<file path="src/rtl/core/cec_pkg.sv">
`default_nettype none
// ----------------------------------------------------------------------------
// cec_pkg: shared types and constants of the collision event coalescer
// Field widths, result codes, item structs, controller states and the
// command and status groups that join the controller to the datapath.
// ----------------------------------------------------------------------------
package cec_pkg;

  // Fixed field widths.
  localparam int STEP_BITS = 24;
  localparam int ID_BITS   = 16;
  localparam int GAP_BITS  = 24;
  localparam int PAIR_BITS = 2 * ID_BITS;

  // Width of end step plus gap, wide enough that the sum never wraps.
  localparam int SUM_BITS = ((STEP_BITS > GAP_BITS) ? STEP_BITS : GAP_BITS) + 1;

  // Default depth of the interval table.
  localparam int PAIR_SLOTS_DEFAULT = 32;

  // Input operation codes.
  typedef enum logic [0:0] {
    OP_RECORD = 1'b0,
    OP_FLUSH  = 1'b1
  } op_t;

  // Result status codes.
  typedef enum logic [1:0] {
    STATUS_EVENT   = 2'd0,
    STATUS_DROPPED = 2'd1,
    STATUS_EMPTY   = 2'd2
  } status_t;

  // One input item.
  typedef struct packed {
    op_t                  op;
    logic [STEP_BITS-1:0] step;
    logic [ID_BITS-1:0]   first_id;
    logic [ID_BITS-1:0]   second_id;
  } in_item_t;

  // One result item.
  typedef struct packed {
    status_t              status;
    logic [STEP_BITS-1:0] begin_step;
    logic [STEP_BITS-1:0] end_step;
    logic [ID_BITS-1:0]   pair_first;
    logic [ID_BITS-1:0]   pair_second;
    logic                 last;
  } out_item_t;

  // Controller states.
  typedef enum logic [2:0] {
    S_IDLE,
    S_UPDATE,
    S_SCAN,
    S_EMIT,
    S_EMPTY
  } state_t;

  // Commands from the controller to the datapath.
  typedef struct packed {
    logic load;        // capture the accepted item and its match results
    logic rec_commit;  // apply the record update and emit its result if any
    logic scan_start;  // restart the minimum search at slot zero
    logic scan_step;   // examine one slot of the minimum search
    logic flush_emit;  // emit the smallest open interval and close it
    logic empty_emit;  // emit the empty flush result
  } cmd_t;

  // Status from the datapath to the controller.
  typedef struct packed {
    logic hit;         // record pair is in the table
    logic free_avail;  // a free slot exists for a new pair
    logic past_gap;    // record step lies beyond end plus gap
    logic count_zero;  // no open interval
    logic count_one;   // exactly one open interval
    logic scan_last;   // search is at the last slot
    logic out_free;    // output register can take a result this cycle
  } stat_t;

endpackage
`default_nettype wire

</file>
<file path="src/rtl/core/cec_ctrl.sv">
`default_nettype none
// ----------------------------------------------------------------------------
// cec_ctrl: controller of the collision event coalescer
// Sequences record updates, the slot-by-slot flush search and the result
// handoff to the output register.
// ----------------------------------------------------------------------------
module cec_ctrl (
  input  wire logic           clk,
  input  wire logic           rst,
  input  wire logic           in_valid,
  input  wire cec_pkg::op_t   in_op,
  input  wire cec_pkg::stat_t stat,
  output cec_pkg::cmd_t       cmd,
  output logic                in_stall
);

  cec_pkg::state_t state;
  cec_pkg::state_t state_next;
  logic            need_out;

  // State register.
  always_ff @(posedge clk) begin
    if (rst) begin
      state <= cec_pkg::S_IDLE;
    end else begin
      state <= state_next;
    end
  end

  // A record produces a result on a restart or when the table is full.
  assign need_out = (stat.hit && stat.past_gap) || (!stat.hit && !stat.free_avail);

  // Items are taken only between operations.
  assign in_stall = (state != cec_pkg::S_IDLE);

  // Next state and commands.
  always_comb begin
    state_next = state;
    cmd        = '0;
    unique case (state)
      cec_pkg::S_IDLE: begin
        if (in_valid) begin
          cmd.load = 1'b1;
          if (in_op == cec_pkg::OP_FLUSH) begin
            if (stat.count_zero) begin
              state_next = cec_pkg::S_EMPTY;
            end else begin
              cmd.scan_start = 1'b1;
              state_next     = cec_pkg::S_SCAN;
            end
          end else begin
            state_next = cec_pkg::S_UPDATE;
          end
        end
      end
      cec_pkg::S_UPDATE: begin
        if (!need_out || stat.out_free) begin
          cmd.rec_commit = 1'b1;
          state_next     = cec_pkg::S_IDLE;
        end
      end
      cec_pkg::S_SCAN: begin
        cmd.scan_step = 1'b1;
        if (stat.scan_last) begin
          state_next = cec_pkg::S_EMIT;
        end
      end
      cec_pkg::S_EMIT: begin
        if (stat.out_free) begin
          cmd.flush_emit = 1'b1;
          if (stat.count_one) begin
            state_next = cec_pkg::S_IDLE;
          end else begin
            cmd.scan_start = 1'b1;
            state_next     = cec_pkg::S_SCAN;
          end
        end
      end
      cec_pkg::S_EMPTY: begin
        if (stat.out_free) begin
          cmd.empty_emit = 1'b1;
          state_next     = cec_pkg::S_IDLE;
        end
      end
      default: begin
        state_next = cec_pkg::S_IDLE;
      end
    endcase
  end

endmodule
`default_nettype wire

</file>
<file path="src/rtl/core/cec_datapath.sv">
`default_nettype none
// ----------------------------------------------------------------------------
// cec_datapath: interval table and result path of the collision coalescer
// Holds the pair table with a parallel pair match, the gap compare, the
// sequential minimum search used by flush and the output register.
// ----------------------------------------------------------------------------
module cec_datapath #(
  parameter int PAIR_SLOTS = cec_pkg::PAIR_SLOTS_DEFAULT
) (
  input  wire logic                         clk,
  input  wire logic                         rst,
  input  wire cec_pkg::cmd_t                cmd,
  input  wire cec_pkg::in_item_t            in_item,
  input  wire logic [cec_pkg::GAP_BITS-1:0] min_gap,
  output cec_pkg::stat_t                    stat,
  output logic                              out_valid,
  input  wire logic                         out_stall,
  output cec_pkg::out_item_t                out_item
);

  localparam int IDX_BITS = (PAIR_SLOTS > 1) ? $clog2(PAIR_SLOTS) : 1;
  localparam int CNT_BITS = $clog2(PAIR_SLOTS + 1);

  // Interval table.
  logic [PAIR_SLOTS-1:0]         entry_valid;
  logic [cec_pkg::PAIR_BITS-1:0] entry_pair  [PAIR_SLOTS];
  logic [cec_pkg::STEP_BITS-1:0] entry_begin [PAIR_SLOTS];
  logic [cec_pkg::STEP_BITS-1:0] entry_end   [PAIR_SLOTS];
  logic [CNT_BITS-1:0]           valid_count;

  // Captured item and its match results.
  cec_pkg::in_item_t             item;
  logic                          hit;
  logic [IDX_BITS-1:0]           hit_idx;
  logic                          free_avail;
  logic [IDX_BITS-1:0]           free_idx;

  // Flush search.
  logic [IDX_BITS-1:0]           scan_idx;
  logic                          best_found;
  logic [IDX_BITS-1:0]           best_idx;
  logic [cec_pkg::PAIR_BITS-1:0] best_pair;
  logic [cec_pkg::STEP_BITS-1:0] best_begin;
  logic [cec_pkg::STEP_BITS-1:0] best_end;

  logic [cec_pkg::PAIR_BITS-1:0] in_pair;
  logic [cec_pkg::PAIR_BITS-1:0] item_pair;
  logic                          match_any;
  logic [IDX_BITS-1:0]           match_idx;
  logic                          free_any;
  logic [IDX_BITS-1:0]           free_first;
  logic [IDX_BITS-1:0]           rd_idx;
  logic [cec_pkg::PAIR_BITS-1:0] rd_pair;
  logic [cec_pkg::STEP_BITS-1:0] rd_begin;
  logic [cec_pkg::STEP_BITS-1:0] rd_end;
  logic [cec_pkg::SUM_BITS-1:0]  gap_limit;
  logic                          past_gap;
  logic                          take_best;
  logic                          rec_emit;
  logic                          emit;
  logic                          out_free;
  cec_pkg::out_item_t            result;

  assign in_pair   = {in_item.first_id, in_item.second_id};
  assign item_pair = {item.first_id, item.second_id};

  // Parallel pair match and lowest free slot, taken from the incoming item.
  always_comb begin
    match_any  = 1'b0;
    match_idx  = '0;
    free_any   = 1'b0;
    free_first = '0;
    for (int i = PAIR_SLOTS - 1; i >= 0; i--) begin
      if (entry_valid[i] && (entry_pair[i] == in_pair)) begin
        match_any = 1'b1;
        match_idx = IDX_BITS'(i);
      end
      if (!entry_valid[i]) begin
        free_any   = 1'b1;
        free_first = IDX_BITS'(i);
      end
    end
  end

  // Single table read port, shared by the record update and the flush search.
  assign rd_idx   = cmd.scan_step ? scan_idx : hit_idx;
  assign rd_pair  = entry_pair[rd_idx];
  assign rd_begin = entry_begin[rd_idx];
  assign rd_end   = entry_end[rd_idx];

  // Gap test without wrap-around.
  assign gap_limit = cec_pkg::SUM_BITS'(rd_end) + cec_pkg::SUM_BITS'(min_gap);
  assign past_gap  = cec_pkg::SUM_BITS'(item.step) > gap_limit;

  // An open slot is the best candidate if none is held or its pair is smaller.
  assign take_best = entry_valid[scan_idx] && (!best_found || (rd_pair < best_pair));

  // Result selection.
  assign rec_emit = cmd.rec_commit && ((hit && past_gap) || (!hit && !free_avail));
  assign emit     = rec_emit || cmd.flush_emit || cmd.empty_emit;
  assign out_free = !out_valid || !out_stall;

  always_comb begin
    result = '0;
    priority if (cmd.flush_emit) begin
      result.status      = cec_pkg::STATUS_EVENT;
      result.begin_step  = best_begin;
      result.end_step    = best_end;
      result.pair_first  = best_pair[cec_pkg::PAIR_BITS-1:cec_pkg::ID_BITS];
      result.pair_second = best_pair[cec_pkg::ID_BITS-1:0];
      result.last        = (valid_count == CNT_BITS'(1));
    end else if (cmd.empty_emit) begin
      result.status = cec_pkg::STATUS_EMPTY;
      result.last   = 1'b1;
    end else begin
      result.status      = hit ? cec_pkg::STATUS_EVENT : cec_pkg::STATUS_DROPPED;
      result.begin_step  = hit ? rd_begin : item.step;
      result.end_step    = hit ? rd_end : item.step;
      result.pair_first  = item.first_id;
      result.pair_second = item.second_id;
      result.last        = 1'b1;
    end
  end

  // Item capture and match results.
  always_ff @(posedge clk) begin
    if (cmd.load) begin
      item       <= in_item;
      hit        <= match_any;
      hit_idx    <= match_idx;
      free_avail <= free_any;
      free_idx   <= free_first;
    end
  end

  // Table contents.
  always_ff @(posedge clk) begin
    if (cmd.rec_commit) begin
      if (hit) begin
        entry_end[hit_idx] <= item.step;
        if (past_gap) begin
          entry_begin[hit_idx] <= item.step;
        end
      end else if (free_avail) begin
        entry_pair[free_idx]  <= item_pair;
        entry_begin[free_idx] <= item.step;
        entry_end[free_idx]   <= item.step;
      end
    end
  end

  // Valid bits and open interval count.
  always_ff @(posedge clk) begin
    if (rst) begin
      entry_valid <= '0;
      valid_count <= '0;
    end else if (cmd.rec_commit && !hit && free_avail) begin
      entry_valid[free_idx] <= 1'b1;
      valid_count           <= valid_count + CNT_BITS'(1);
    end else if (cmd.flush_emit) begin
      entry_valid[best_idx] <= 1'b0;
      valid_count           <= valid_count - CNT_BITS'(1);
    end
  end

  // Minimum search over the slots, one slot per cycle.
  always_ff @(posedge clk) begin
    if (rst) begin
      scan_idx   <= '0;
      best_found <= 1'b0;
    end else if (cmd.scan_start) begin
      scan_idx   <= '0;
      best_found <= 1'b0;
    end else if (cmd.scan_step) begin
      scan_idx <= scan_idx + IDX_BITS'(1);
      if (take_best) begin
        best_found <= 1'b1;
      end
    end
  end

  always_ff @(posedge clk) begin
    if (cmd.scan_step && take_best) begin
      best_idx   <= scan_idx;
      best_pair  <= rd_pair;
      best_begin <= rd_begin;
      best_end   <= rd_end;
    end
  end

  // Output register.
  always_ff @(posedge clk) begin
    if (rst) begin
      out_valid <= 1'b0;
    end else if (emit) begin
      out_valid <= 1'b1;
    end else if (!out_stall) begin
      out_valid <= 1'b0;
    end
  end

  always_ff @(posedge clk) begin
    if (emit) begin
      out_item <= result;
    end
  end

  // Status toward the controller.
  assign stat.hit        = hit;
  assign stat.free_avail = free_avail;
  assign stat.past_gap   = past_gap;
  assign stat.count_zero = (valid_count == '0);
  assign stat.count_one  = (valid_count == CNT_BITS'(1));
  assign stat.scan_last  = (scan_idx == IDX_BITS'(PAIR_SLOTS - 1));
  assign stat.out_free   = out_free;

  // The open interval count tracks the valid bits.
  a_count_matches: assert property (@(posedge clk) disable iff (rst)
    valid_count == CNT_BITS'($countones(entry_valid)))
    else $error("open interval count does not match the valid bits");

  // A result is never written over one that is still waiting.
  a_no_overwrite: assert property (@(posedge clk) disable iff (rst)
    emit |-> out_free)
    else $error("result written while the output register is stalled");

  // A flush result always comes from a slot found by the search.
  a_flush_found: assert property (@(posedge clk) disable iff (rst)
    cmd.flush_emit |-> (best_found && entry_valid[best_idx]))
    else $error("flush emitted without an open interval selected");

endmodule
`default_nettype wire

</file>
<file path="src/rtl/core/collision_event_coalescer.sv">
`default_nettype none
// ----------------------------------------------------------------------------
// collision_event_coalescer: per-pair collision interval merge with gap
// Merges collision records into open intervals keyed by the ordered entity
// pair, emits intervals on a restart or on flush, and reports drops.
// ----------------------------------------------------------------------------
// When a collision record is accepted its pair is matched against every slot
// of the table at once, and from the registered match results the gap adder
// and compare decide between extend, restart, open or drop. A flush emits the
// open intervals in ascending pair order; the smallest pair is found each time
// by a search that reads one table slot per cycle, and a flush of an empty
// table emits a single empty result. Results wait in an output register, so a
// stalled output holds back the block only when a further result is due. The
// table needs no clearing after reset. The user must write min_gap only while
// the block is idle; the block itself does not enforce this.
// ----------------------------------------------------------------------------
module collision_event_coalescer #(
  parameter int PAIR_SLOTS = cec_pkg::PAIR_SLOTS_DEFAULT
) (
  input  wire logic                         clk,
  input  wire logic                         rst,
  input  wire logic                         cfg_we,
  input  wire logic [cec_pkg::GAP_BITS-1:0] cfg_wdata,
  input  wire logic                         in_valid,
  output logic                              in_stall,
  input  wire cec_pkg::in_item_t            in_item,
  output logic                              out_valid,
  input  wire logic                         out_stall,
  output cec_pkg::out_item_t                out_item
);

  logic [cec_pkg::GAP_BITS-1:0] min_gap;
  cec_pkg::cmd_t                cmd;
  cec_pkg::stat_t               stat;

  // Gap register.
  always_ff @(posedge clk) begin
    if (rst) begin
      min_gap <= '0;
    end else if (cfg_we) begin
      min_gap <= cfg_wdata;
    end
  end

  cec_ctrl u_ctrl (
    .clk      (clk),
    .rst      (rst),
    .in_valid (in_valid),
    .in_op    (in_item.op),
    .stat     (stat),
    .cmd      (cmd),
    .in_stall (in_stall)
  );

  cec_datapath #(
    .PAIR_SLOTS (PAIR_SLOTS)
  ) u_datapath (
    .clk       (clk),
    .rst       (rst),
    .cmd       (cmd),
    .in_item   (in_item),
    .min_gap   (min_gap),
    .stat      (stat),
    .out_valid (out_valid),
    .out_stall (out_stall),
    .out_item  (out_item)
  );

endmodule
`default_nettype wire
</file>
<file path="config.mk">
export PLATFORM = sky130hd
export DESIGN_NAME = collision_event_coalescer
export DESIGN_NICKNAME = d
export VERILOG_FILES = /design/src/rtl/core/cec_pkg.sv /design/src/rtl/core/cec_ctrl.sv /design/src/rtl/core/cec_datapath.sv /design/src/rtl/core/collision_event_coalescer.sv
export SDC_FILE = /design/constraint.sdc
export NUM_CORES = 2
export LEC_CHECK = 0
export BUFFER_PORTS_ARGS = -buffer_cell sky130_fd_sc_hd__buf_2
export CAP_MARGIN = 20
export CORE_AREA = 2 2 504 506
export CTS_CLUSTER_SIZE = 40
export DETAILED_ROUTE_END_ITERATION = 10
export DIE_AREA = 0 0 506 508
export PLACE_DENSITY = 0.65
export SYNTH_ARGS = -nofsm -noshare
export SYNTH_HDL_FRONTEND = slang
export SYNTH_HIERARCHICAL = 1
export SYNTH_SLANG_ARGS = --single-unit
</file>
<file path="constraint.sdc">
create_clock -name clk -period 19.45 [get_ports clk]
set_input_delay 1.945 -clock clk [delete_from_list [all_inputs] [get_ports clk]]
set_output_delay 1.945 -clock clk [all_outputs]
set_load 0.03 [all_outputs]
</file>
Yosys cells after proc, flatten, opt, wreduce, memory -nomap -nowiden
Memory sizes are Yosys's and may differ from the RTL's. Index checks and enable logic that the tools add are counted.

Register bits after elaboration: 308. Bits in latches: 0. Memory bits (writable): 2560. Memory bits (read-only): 0. Bits of input ports: 86. Memories: 3.

Memory list: u_datapath.entry_pair (words 32, bits a word 32, rd ports 33, clocked after Yosys merged registers in 0, write ports 1, line cec_datapath.sv:26) `logic [cec_pkg::PAIR_BITS-1:0] entry_pair [PAIR_SLOTS];`; u_datapath.entry_begin (words 32, bits a word 24, rd ports 1, clocked after Yosys merged registers in 0, write ports 1, line cec_datapath.sv:27) `logic [cec_pkg::STEP_BITS-1:0] entry_begin [PAIR_SLOTS];`; u_datapath.entry_end (words 32, bits a word 24, rd ports 1, clocked after Yosys merged registers in 0, write ports 1, line cec_datapath.sv:28) `logic [cec_pkg::STEP_BITS-1:0] entry_end [PAIR_SLOTS];`.

$add $sub $neg: 4. Multipliers: 0. Divide/modulo/power cells: 0. $lt $le $gt $ge: 7. Eq/ne operators: 44. Shift-type cells: 0. Multiplexer cells: 123. Bitwise gates (word level): 3. Reduce and logical (&&, ||, !) cells: 73.

Operators with widths (number): == test 32 bit (32); 2-to-1 mux 5 bit (35); 2-to-1 mux 24 bit (4); 2-to-1 mux 81 bit (1); 2-to-1 mux 80 bit (1); 2-to-1 mux 32 bit (2); 2-to-1 mux 4 bit (16); OR reduction 24 bit (2); 2-to-1 mux 3 bit (15); logical AND 1 bit (41); 2-to-1 mux 1 bit (36); AND 32 bit (1); < comparator 32 bit (1); NOT 32 bit (1); OR 32 bit (1); AND reduction 31 bit (1); OR reduction 31 bit (1); adder 24 x 24 -> 25 bit (1); greater-than comparator 24 x 25 -> 1 bit (1); < comparator 5 x 6 -> 1 bit (second input constant) (3); AND reduction 16 bit (1); OR reduction 16 bit (1); one-hot mux 3 bit (5 select lines) (1); 2-to-1 mux 2 bit (6); other kinds (28) (49).

Longest topological paths before layout
An unclocked memory read counts as a cell.

Word-level depth: 34. Depth in mapped cells: 47. Gate-level depth less buffers: 40.

By module
The synthesis kept the hierarchy.

By module, submodules not included: cec_datapath (instances 1, cells an instance 7464, area an instance 124212.9 um^2, seq. area each 84861.4 um^2); collision_event_coalescer (instances 1, cells an instance 77, area an instance 869.6 um^2, seq. area each 480.5 um^2); cec_ctrl (instances 1, cells an instance 41, area an instance 311.5 um^2, seq. area each 60.1 um^2).

Least setup slack after synthesis
No wires, ideal clock.

Path kind: register to register. From: register u_ctrl.state[1]. To: register u_datapath/out_item[0] (netlist name). Setup time: 641 ps. Arrival time: 13081 ps. Data required time: 18809 ps. Slack: 5727 ps. Stages on the path, launching flop included: 43. Path buffers: 7. Path through: dfxtp_1 > buf_2 > nor3b_1 > buf_6 > mux2i_4 > buf_6 > buf_6 > buf_6 > mux4_2 > nand2_1 > nand3_1 > nand3_1 > nand2_1 > ha_1 > inv_1 > fa_1 > nor2b_1 > o21ai_1 > [... 7 more ...] > a21oi_1 > xor2_1 > ha_1 > nand2_1 > nor4_1 > a2111oi_0 > o21ai_0 > a211oi_1 > nand2_1 > o21ai_0 > nor2_1 > buf_4 > and2_1 > o21a_1 > nor3b_1 > clkbuf_1 > inv_1 > o21ai_0.

RTL lines: start: declaration (line cec_ctrl.sv:17) `cec_pkg::state_t state;`; start signal: assignment (line cec_ctrl.sv:24) `state <= cec_pkg::S_IDLE;`; start signal: assignment (line cec_ctrl.sv:26) `state <= state_next;`.

==> flow_metrics.py <==
metrics = {
    "routing": {
        "drt_pass1_iterations": 8,
        "wl_mm": 422,
        "via_per_inst": 6.52,
        "wl_per_cell_microns": 36.7,
        "drt_iter0_drc": 11444,
        "drtAntennaViolNets": 0,
        "vias": 74999,
        "drc": 0,
    },
    "clocking": {
        "clock_latency_ns": 0.97,
        "cts_buffers": 318,
        "numClockSinks": 2868,
        "cts_tree": "built",
        "h-tree-depth": 5,
        "clk_pin_slew_worst_paths_ns": 0.06,
        "clockBufferDepth": 4,
        "cts-resized-gates": 0,
        "postCtsSetupRepairBufs": 0,
        "cts_root_buf": "clkbuf_16",
        "cts_hold_repair.buffers": 0,
    },
    "sta": {
        "rsz0062_at_grt": "false",
        "drv_slew": 0,
        "tns_ns": 0,
        "relSlewSlack": 0.153,
        "skew_ns": 0.105,
        "finalSetupViolations": 0,
        "fmax_mhz": 81.0,
        "hold_viol_final": 0,
        "worstMarginPinSlew_ns": 1.26,
        "finalCritPeriodShare": 0.635,
        "fin_crit_ns": 12.34,
    },
    "yosys": {
        "synth_cells": 7582,
        "synth_area_leaders": "edfxtp_1 67%, mux4_2 12%, xnor2_1 5.4%, nand2_1 2.5%, nand3_1 2.0%",
        "yosysSeqAreaShare": 0.681,
        "syn_avg_cell_area_sq_um": 16.5,
        "synth_edf_count": 2796,
        "ys_warn_count": 6,
        "synth_nets": 7754,
        "synth_cell_types": 75,
        "ys.flop_type": "edfxtp_1",
        "synth_seq_cells": 2868,
        "synthesis.area_sq_um": 125000,
        "synthArstFlopShare": 0,
        "synth_top_cell_by_area": "edfxtp_1",
        "synth_top_area_frac": 0.670,
    },
    "cells_and_area": {
        "area_delta_synth_final_pct": 12.4,
        "stdcell_area_sq_um": 141000,
        "layout.area.seq_sq_um": 85400,
        "fillers": 19638,
        "multi_input_area_sq_um": 37600,
        "final_core_util": 0.559,
        "fin_nets": 8080,
        "drive_gt1_frac": 0.204,
    },
    "global_routing": {
        "grt_max_degree": 116,
        "gr-usage-all-layers": 0.324,
        "grt_pass1_vias": 73278,
        "grt_pass1_wl_mm": 580,
        "antenna_found_initial": 14,
        "gr-total-overflow": 0,
    },
    "critical_path": {
        "crit_slowest_cell": "nor2_2",
        "path_max_fanout": 100,
        "end_kind": "flip-flop",
        "arrival_ns": 12.97,
        "required_ns": 20.08,
        "max_stage_delay_ns": 0.90,
        "crit_path_start_kind": "flip-flop",
        "path_class": "flip-flop to flip-flop",
    },
    "floorplanning": {
        "core_sq_um": 252000,
        "rows": 185,
        "die_x_microns": 506,
        "fp.dieH_microns": 508,
        "io_pins": 171,
        "die-area_sq_um": 257000,
        "start_util": 0.497,
    },
    "place": {
        "hpwl_mm": 280,
        "port_buffers": 170,
        "gp_congestion": 0.987,
        "place_area_sq_um": 131000,
    },
    "status": {
        "status": "finished clean",
    },
    "run": {
        "cap_violations": 0,
    },
    "power": {
        "leakage_uw": 0.0457,
        "vdd_drop_max_v": 0.0000773,
        "p_per_area_nw_per_um2": 105,
    },
    "hold_path": {
        "hold_class": "flip-flop to flip-flop",
    },
}
## flip-flops by register name, indices dropped and copies added, names as in the netlist, 3 cells and up
signal / cells
u_datapath/entry_valid: 32
u_datapath/best_end: 24
u_datapath/entry_end: 768
u_datapath/entry_pair: 1024
u_datapath/best_begin: 24
u_datapath/free_idx: 5
min_gap: 24
u_datapath/out_item: 83
u_datapath/best_pair: 32
u_datapath/best_idx: 5
u_datapath/item: 56
u_datapath/valid_count: 6
u_datapath/hit_idx: 5
u_ctrl/state: 3
u_datapath/scan_idx: 5
u_datapath/entry_begin: 768
## cell families after synthesis
logic type	after synthesis	synth area share
DFF	2868	0.681
muxes	689	0.120
buffers and inverters	519	0.0234
adders and majority gates	86	0.00864
AOI/OAI and AO/OA	356	0.0190
and+or+nand+nor	2022	0.0748
xor gates and xnor gates	1042	0.0730
## critical path, delay by kind of cell (launching register included)
kind,cells,cell delay [ns]
flip-flops,1,0.61
adder cells (fa/ha/maj),2,0.59
AO/OA/AOI/OAI,15,3.74
buffers and inverters,5,1.96
AND/OR/NAND/NOR,15,3.70
multiplexers,2,0.94
XOR/XNOR,1,0.17
## path summary, 6_finish.rpt
path                   startpoint                     endpoint  slack, ns  depth (start not counted)
max               u_ctrl/state[1]  u_datapath/entry_end[0][15]       7.11                         40
min          u_datapath/out_valid         u_datapath/out_valid       0.51                          2
max reg2reg       u_ctrl/state[1]  u_datapath/entry_end[0][15]       7.11                         40
min reg2reg  u_datapath/out_valid         u_datapath/out_valid       0.51                          2
## per-layer routing
| metal | track usage | up-vias | share of wire |
|---|---|---|---|
| met2 | 0.510 | 4999 | 0.47 |
| met3 | 0.0511 | 1058 | 0.094 |
| li1 | - | 29988 | - |
| met1 | 0.420 | 38950 | 0.36 |
| met4 | 0.217 | 4 | 0.082 |
| met5 | 0 | - | 0.000064 |
## where the power goes
part | total (uW) | internal (uW) | switching (uW)
logic | 1980 | 581 | 1390
registers | 6990 | 6940 | 49.0
clock network | 5810 | 3400 | 2410
## cells in the mapped netlist (10+ instances only)
library cell  count
nand4_1         212
o22ai_1          35
inv_1            71
o21bai_1         29
buf_1            29
nor4_1           95
or3_1            10
dfxtp_1          72
xor2_1          259
a21oi_1          43
nor3_1           21
buf_4            55
mux4_2          650
nand3_1         494
xnor2_1         779
or4_1            24
mux2i_1          31
clkbuf_1        120
and3_1           12
a22o_1           32
ha_1             85
nand2b_1         18
o21ai_0          77
nor2_1          247
a31oi_1          11
edfxtp_1       2796
nor2b_1          14
buf_2           168
buf_6            70
o31ai_1          48
a21o_1           20
nand2_1         838
## area by class of cell
type / instances / area share
flip-flops and latches: 2868 / 0.606
multi-input cells: 4195 / 0.267
clock buffers: 405 / 0.0609
well taps: 3366 / 0.0299
repair buffers: 452 / 0.0253
clock inverters: 146 / 0.00925
inverters: 73 / 0.00194
diodes: 3 / 0.0000533
## cell usage in the layout (no fill, tap or decap), types with 20 or more instances in the layout
master,instances
edfxtp_1,2796
nand2_1,838
xnor2_1,779
mux4_2,650
nand3_1,494
clkbuf_16,326
xor2_1,259
buf_4,241
nand4_1,212
buf_2,170
nor2_1,149
nor4_1,95
ha_1,85
o21ai_0,76
dfxtp_1,72
inv_1,70
clkbuf_1,66
nor2_2,65
clkinv_1,54
clkinv_2,49
o31ai_1,48
a21oi_1,43
o22ai_1,35
nor2_4,33
a22o_1,32
buf_12,29
o21bai_1,29
mux2i_1,28
or4_1,24
bufinv_16,22
a21o_1,20
nor3_1,20
## stage by stage
step	std cells	worst slack, ns	total power (uW)	hold slack, ns
3_5_place_dp	10941	7.32	9060	0.506
3_3_place_gp	10923	7.06	9050	0.483
2_1_floorplan	7582	5.73	8230	0.406
6_report	11508	7.11	14800	0.512
4_1_cts	11492	7.21	14800	0.518
5_1_grt	11506	6.21	15100	0.562
Note: power is estimated with default switching activity, not from simulation.
